### src/design/sed_pkg.sv
// shared types, constants and helpers of the segment edge deduplicator
package sed_pkg;

	localparam int TABLE_DEPTH_DEF = 64;
	localparam int COORD_BITS_DEF = 21;
	localparam int SLOT_W = 6;
	localparam int USED_W = 7;
	localparam int ADDR_W = 4;

	localparam logic [31:0] INV_EPS_RST = 32'd65536000;
	localparam logic REPL_EN_RST = 1'b1;
	localparam logic [31:0] PRIO_RST = 32'd1985229328;

	localparam logic [ADDR_W-1:0] REG_INV_EPS = 4'h0;
	localparam logic [ADDR_W-1:0] REG_REPL_EN = 4'h4;
	localparam logic [ADDR_W-1:0] REG_PRIO = 4'h8;

	typedef enum logic [2:0] {
		OUT_NEW = 3'd0,
		OUT_REPLACED = 3'd1,
		OUT_DROPPED = 3'd2,
		OUT_FULL = 3'd3,
		OUT_CLEARED = 3'd4
	} outcome_t;

	typedef struct packed {
		logic action;
		logic signed [31:0] start_x;
		logic signed [31:0] start_y;
		logic signed [31:0] start_z;
		logic signed [31:0] end_x;
		logic signed [31:0] end_y;
		logic signed [31:0] end_z;
		logic [2:0] edge_type;
	} seg_in_t;

	typedef struct packed {
		logic [2:0] outcome;
		logic [SLOT_W-1:0] slot;
		logic [USED_W-1:0] entries_used;
	} seg_out_t;

	typedef enum logic [2:0] {
		ST_IDLE,
		ST_QUANT,
		ST_ORDER,
		ST_SCAN,
		ST_CHECK,
		ST_RESULT
	} state_t;

	// controller to datapath
	typedef struct packed {
		logic load;
		logic quant;
		logic order;
		logic scan_start;
		logic scan_step;
		logic check;
		logic write_new;
		logic write_type;
		logic clear;
		logic out_load;
		logic [2:0] outcome;
	} dp_cmd_t;

	// datapath to controller
	typedef struct packed {
		logic is_clear;
		logic coord_done;
		logic scan_end;
		logic hit;
		logic better;
		logic full;
	} dp_stat_t;

	function automatic logic [3:0] prio_of(input logic [31:0] prios, input logic [2:0] t);
		return prios[{t, 2'b00} +: 4];
	endfunction

endpackage

### src/design/sed_ctrl.sv
// sequencer for quantise, order, table scan and result
module sed_ctrl (
	input logic clk,
	input logic arst_n,
	input logic in_valid,
	output logic in_ready,
	output logic out_valid,
	input logic out_ready,
	input sed_pkg::dp_stat_t stat,
	output sed_pkg::dp_cmd_t cmd
);
	import sed_pkg::*;

	state_t state_q, state_d;
	logic out_valid_q;

	always_ff @(posedge clk or negedge arst_n) begin
		if (!arst_n) begin
			state_q <= ST_IDLE;
			out_valid_q <= 1'b0;
		end else begin
			state_q <= state_d;
			if (cmd.out_load) begin
				out_valid_q <= 1'b1;
			end else if (out_ready) begin
				out_valid_q <= 1'b0;
			end
		end
	end

	assign out_valid = out_valid_q;

	always_comb begin
		state_d = state_q;
		cmd = '0;
		cmd.outcome = OUT_NEW;
		in_ready = 1'b0;
		case (state_q)
			ST_IDLE: begin
				in_ready = 1'b1;
				if (in_valid) begin
					cmd.load = 1'b1;
					state_d = ST_QUANT;
				end
			end
			ST_QUANT: begin
				if (stat.is_clear) begin
					state_d = ST_RESULT;
				end else begin
					cmd.quant = 1'b1;
					if (stat.coord_done) begin
						state_d = ST_ORDER;
					end
				end
			end
			ST_ORDER: begin
				cmd.order = 1'b1;
				cmd.scan_start = 1'b1;
				state_d = ST_SCAN;
			end
			ST_SCAN: begin
				// ram read of the issued slot lands next cycle
				state_d = ST_CHECK;
			end
			ST_CHECK: begin
				cmd.check = 1'b1;
				if (!stat.scan_end && !stat.hit) begin
					cmd.scan_step = 1'b1;
					state_d = ST_SCAN;
				end else begin
					state_d = ST_RESULT;
				end
			end
			ST_RESULT: begin
				if (!out_valid_q || out_ready) begin
					cmd.out_load = 1'b1;
					state_d = ST_IDLE;
					if (stat.is_clear) begin
						cmd.outcome = OUT_CLEARED;
						cmd.clear = 1'b1;
					end else if (stat.hit) begin
						if (stat.better) begin
							cmd.outcome = OUT_REPLACED;
							cmd.write_type = 1'b1;
						end else begin
							cmd.outcome = OUT_DROPPED;
						end
					end else if (stat.full) begin
						cmd.outcome = OUT_FULL;
					end else begin
						cmd.outcome = OUT_NEW;
						cmd.write_new = 1'b1;
					end
				end
			end
			default: state_d = ST_IDLE;
		endcase
	end
endmodule

### config.mk
export PLATFORM = sky130hd
export DESIGN_NAME = sed_ctrl
export DESIGN_NICKNAME = d
export VERILOG_FILES = /design/src/design/sed_pkg.sv /design/src/design/sed_ctrl.sv
export SDC_FILE = /design/constraint.sdc
export NUM_CORES = 1
export LEC_CHECK = 0
export BUFFER_PORTS_ARGS = -buffer_cell sky130_fd_sc_hd__buf_2
export CAP_MARGIN = 20
export CORE_AREA = 4 4 41 43
export CTS_CLUSTER_SIZE = 25
export DETAILED_ROUTE_END_ITERATION = 10
export DIE_AREA = 0 0 45 47
export GPL_TIMING_DRIVEN = 0
export PLACE_DENSITY = 0.53
export SKIP_CTS_REPAIR_TIMING = 1
export SYNTH_ARGS = -nofsm -noshare
export SYNTH_HDL_FRONTEND = slang
export SYNTH_SLANG_ARGS = --single-unit
### constraint.sdc
create_clock -name clk -period 3.6 [get_ports clk]
set_clock_uncertainty 0.15 [all_clocks]
set_input_delay 0.18 -clock clk [delete_from_list [all_inputs] [get_ports clk]]
set_output_delay 0.18 -clock clk [all_outputs]
set_load 0.01 [all_outputs]
==> key figures <==
Outcome
  – Status: finished clean

Pwr
  – Worst vdd ir: 0.000449 V
  – Leak pwr: 0.299 nW
  – Reg power frac: 21.3%
  – Internal: 0.216 mW
  – Final Power: 0.370 mW
  – Clock power frac: 15.2%
  – PwrDens: 694 nW/µm²
  – Logic gate share of total power: 63.5%
  – NetSw: 0.154 mW
  – Sw Share: 41.6%

STA
  – Slew @ Worst Pin: 255 ps
  – Final setup vio count: 0
  – Final critical-path required period: 1830 ps
  – Setup TNS: 0 ps
  – Final setup margin: 1770 ps
  – Fmax: 547 MHz
  – Period utilization: 50.8%
  – Hold Vio Cnt, Final: 0
  – Final max-slew violation count: 0
  – Worst relative slew slack: 82.8%
  – RSZ-0062 raised after global routing: false

Route
  – Drt drc: 0
  – Vias/cell: 4.63
  – Drt first-iter violations: 2
  – Detailed-route via count: 398
  – WL/cell: 10.5 µm
  – DRT Pass-1 Iters: 2
  – Final wirelength: 906 µm
  – Routed Antenna Nets: 0

Floorplan
  – Die height: 47 µm
  – Die area: 2120 µm²
  – Die Width: 45 µm
  – Ports: 25
  – Core region area: 1300 µm²
  – Initial core utilization: 27.8%
  – Row cnt: 13

Global routing
  – GR Layer Usage met1: 11.4%
  – Vias in the first global route: 337
  – Total Routing Usage GR: 9.74%
  – First-pass GRT wire length: 1.40 mm
  – Met2 Use GR: 13.3%
  – Antenna violations before repair: 0
  – Largest net degree at the start of global routing: 11
  – GRT busiest layer: met2
  – M3 GR Usage: 6.51%
  – Gr ovfl total: 0

Clocking
  – Total CTS buffers: 3
  – Clk slew on worst S/H paths: 40 ps
  – CTS Root Cell: clkbuf_4
  – CTS H-tree lvls: 1
  – Clock latency at the later pin of the worst-skew pair: 240 ps
  – CTS tree: done
  – CTS max path bufs: 2
  – Clock sink count: 4

Worst setup path
  – Cell family with most CP delay: simple AND/OR/NAND/NOR gates
  – Worst Setup End Kind: primary output
  – Critical Path Fanout Max: 10
  – Critical path arrival: 1500 ps
  – Worst-path cell chain: buf_6, nand3b_4, or3_4, a21oi_1, buf_2
  – Worst path slowest cell: dfrtp_1
  – CP Class: reg -> out
  – CP peak stage delay: 360 ps
  – Worst path bufs/invs: 2
  – Setup crit start kind: flip-flop
  – WP data required: 3270 ps

Yosys
  – Synth unique cells: 21
  – Sequential fraction of the synthesis area: 27.7%
  – Syn_nets: 53
  – Mapped Area: 362 µm²
  – Flops & latches, synth: 4
  – Warnings, synthesis: 0
  – Cells after synthesis: 43
  – Syn_area_per_cell: 8.41 µm²

Cells and area
  – Fillers: 153
  – Core Util, Final: 41.0%
  – Most common cell after layout, fill and taps aside: buf_2
  – Commonest cells after routing, fill and taps aside: buf_2, nand2b_1, nor2_1, dfrtp_1
  – # nets final: 83
  – Layout cells sized above 1: 49.3%
  – Total inserted antenna cells: 0
  – Area grow syn2layout: 47.4%

Job
  – Max Cap Viol: 0

Placed design
  – DP Worst Slack: 2010 ps
  – GPL Wtd Cong: 0.661
  – Post-DP HPWL: 721 µm
  – Port Buf Inserts: 24

Worst hold path
  – Hold Path Class: in -> async
synth_stat cells:
cell type | number | share of area (%)
o21bai_1 | 1 | 2.1
nand2b_1 | 4 | 6.9
a211o_1 | 1 | 2.4
nor4b_1 | 2 | 4.8
nor2b_1 | 3 | 5.2
mux2i_1 | 1 | 2.8
o21ai_0 | 2 | 2.8
nand3b_4 | 1 | 5.5
nand2_1 | 2 | 2.1
buf_2 | 2 | 2.8
dfrtp_1 | 4 | 28
or3_4 | 1 | 3.1
a21oi_1 | 3 | 4.2
or3_1 | 1 | 1.7
nor3_2 | 1 | 2.8
and2_1 | 2 | 3.5
nor2_1 | 4 | 4.2
nor3_1 | 3 | 4.2
buf_6 | 1 | 3.1
nor3b_1 | 2 | 4.2
buf_4 | 2 | 4.2
state kept, by name (all words and copies together) (netlist names):
name and flops:
state_q 3, out_valid 1
power groups by stage:
stage	Sequential, mW	Combinational (mW)	Clock (mW)
2_1_floorplan	0.0797	0.167	0
3_3_place_gp	0.0794	0.239	0
3_5_place_dp	0.0796	0.239	0
4_1_cts	0.0792	0.239	0.0593
5_1_grt	0.0802	0.259	0.0658
6_report	0.0787	0.235	0.0563
routing by layer:
layer / vias to the layer above / part of all wire [%] / wire length (µm)
li1: 206 / - / -
met4: 0 / 1.9 / 17
met3: 2 / 15 / 136
met1: 165 / 44 / 400
met5: - / 0 / 0
met2: 25 / 39 / 352
cells by family after synthesis:
group,Yosys count,share of synthesized area (%)
buffers and inverters,5,10.0
flip-flops,4,27.7
multiplexers,1,2.77
AND/OR/NAND/NOR,26,48.1
AO/OA/AOI/OAI,7,11.4
worst paths after layout:
| check | start | to | slack [ps] | cells after the start |
|---|---|---|---|---|
| worst max-delay path | state_q[1] | cmd[1] | 1770 | 5 |
| max in group asynchronous | arst_n | state_q[1] | 3060 | 2 |
| worst min-delay path | arst_n | state_q[2] | 120 | 2 |
| worst min register to register | out_valid | out_valid | 400 | 2 |
| min in group clk | out_ready | out_valid | 120 | 3 |
| worst max register to register | state_q[0] | state_q[0] | 2230 | 3 |
metrics by stage:
step                cells  hold WS, ps  instance area, µm²
floorplan              43         -266                 362
global placement       82         -162                 500
detailed placement     82         -161                 500
CTS                    85         -418                 523
global route           86          143                 533
finish                 86          122                 533
final cells by class:
cell class	instances	area [µm²]	share of cell area [%]
multi-input combinational	34	225	42.3
timing repair buffer	25	130	24.4
sequential	4	100	18.8
buffer	5	36.3	6.81
clock buffer	3	22.5	4.23
tap	15	18.8	3.52
No activity file was read; power rests on OpenSTA's default activity.
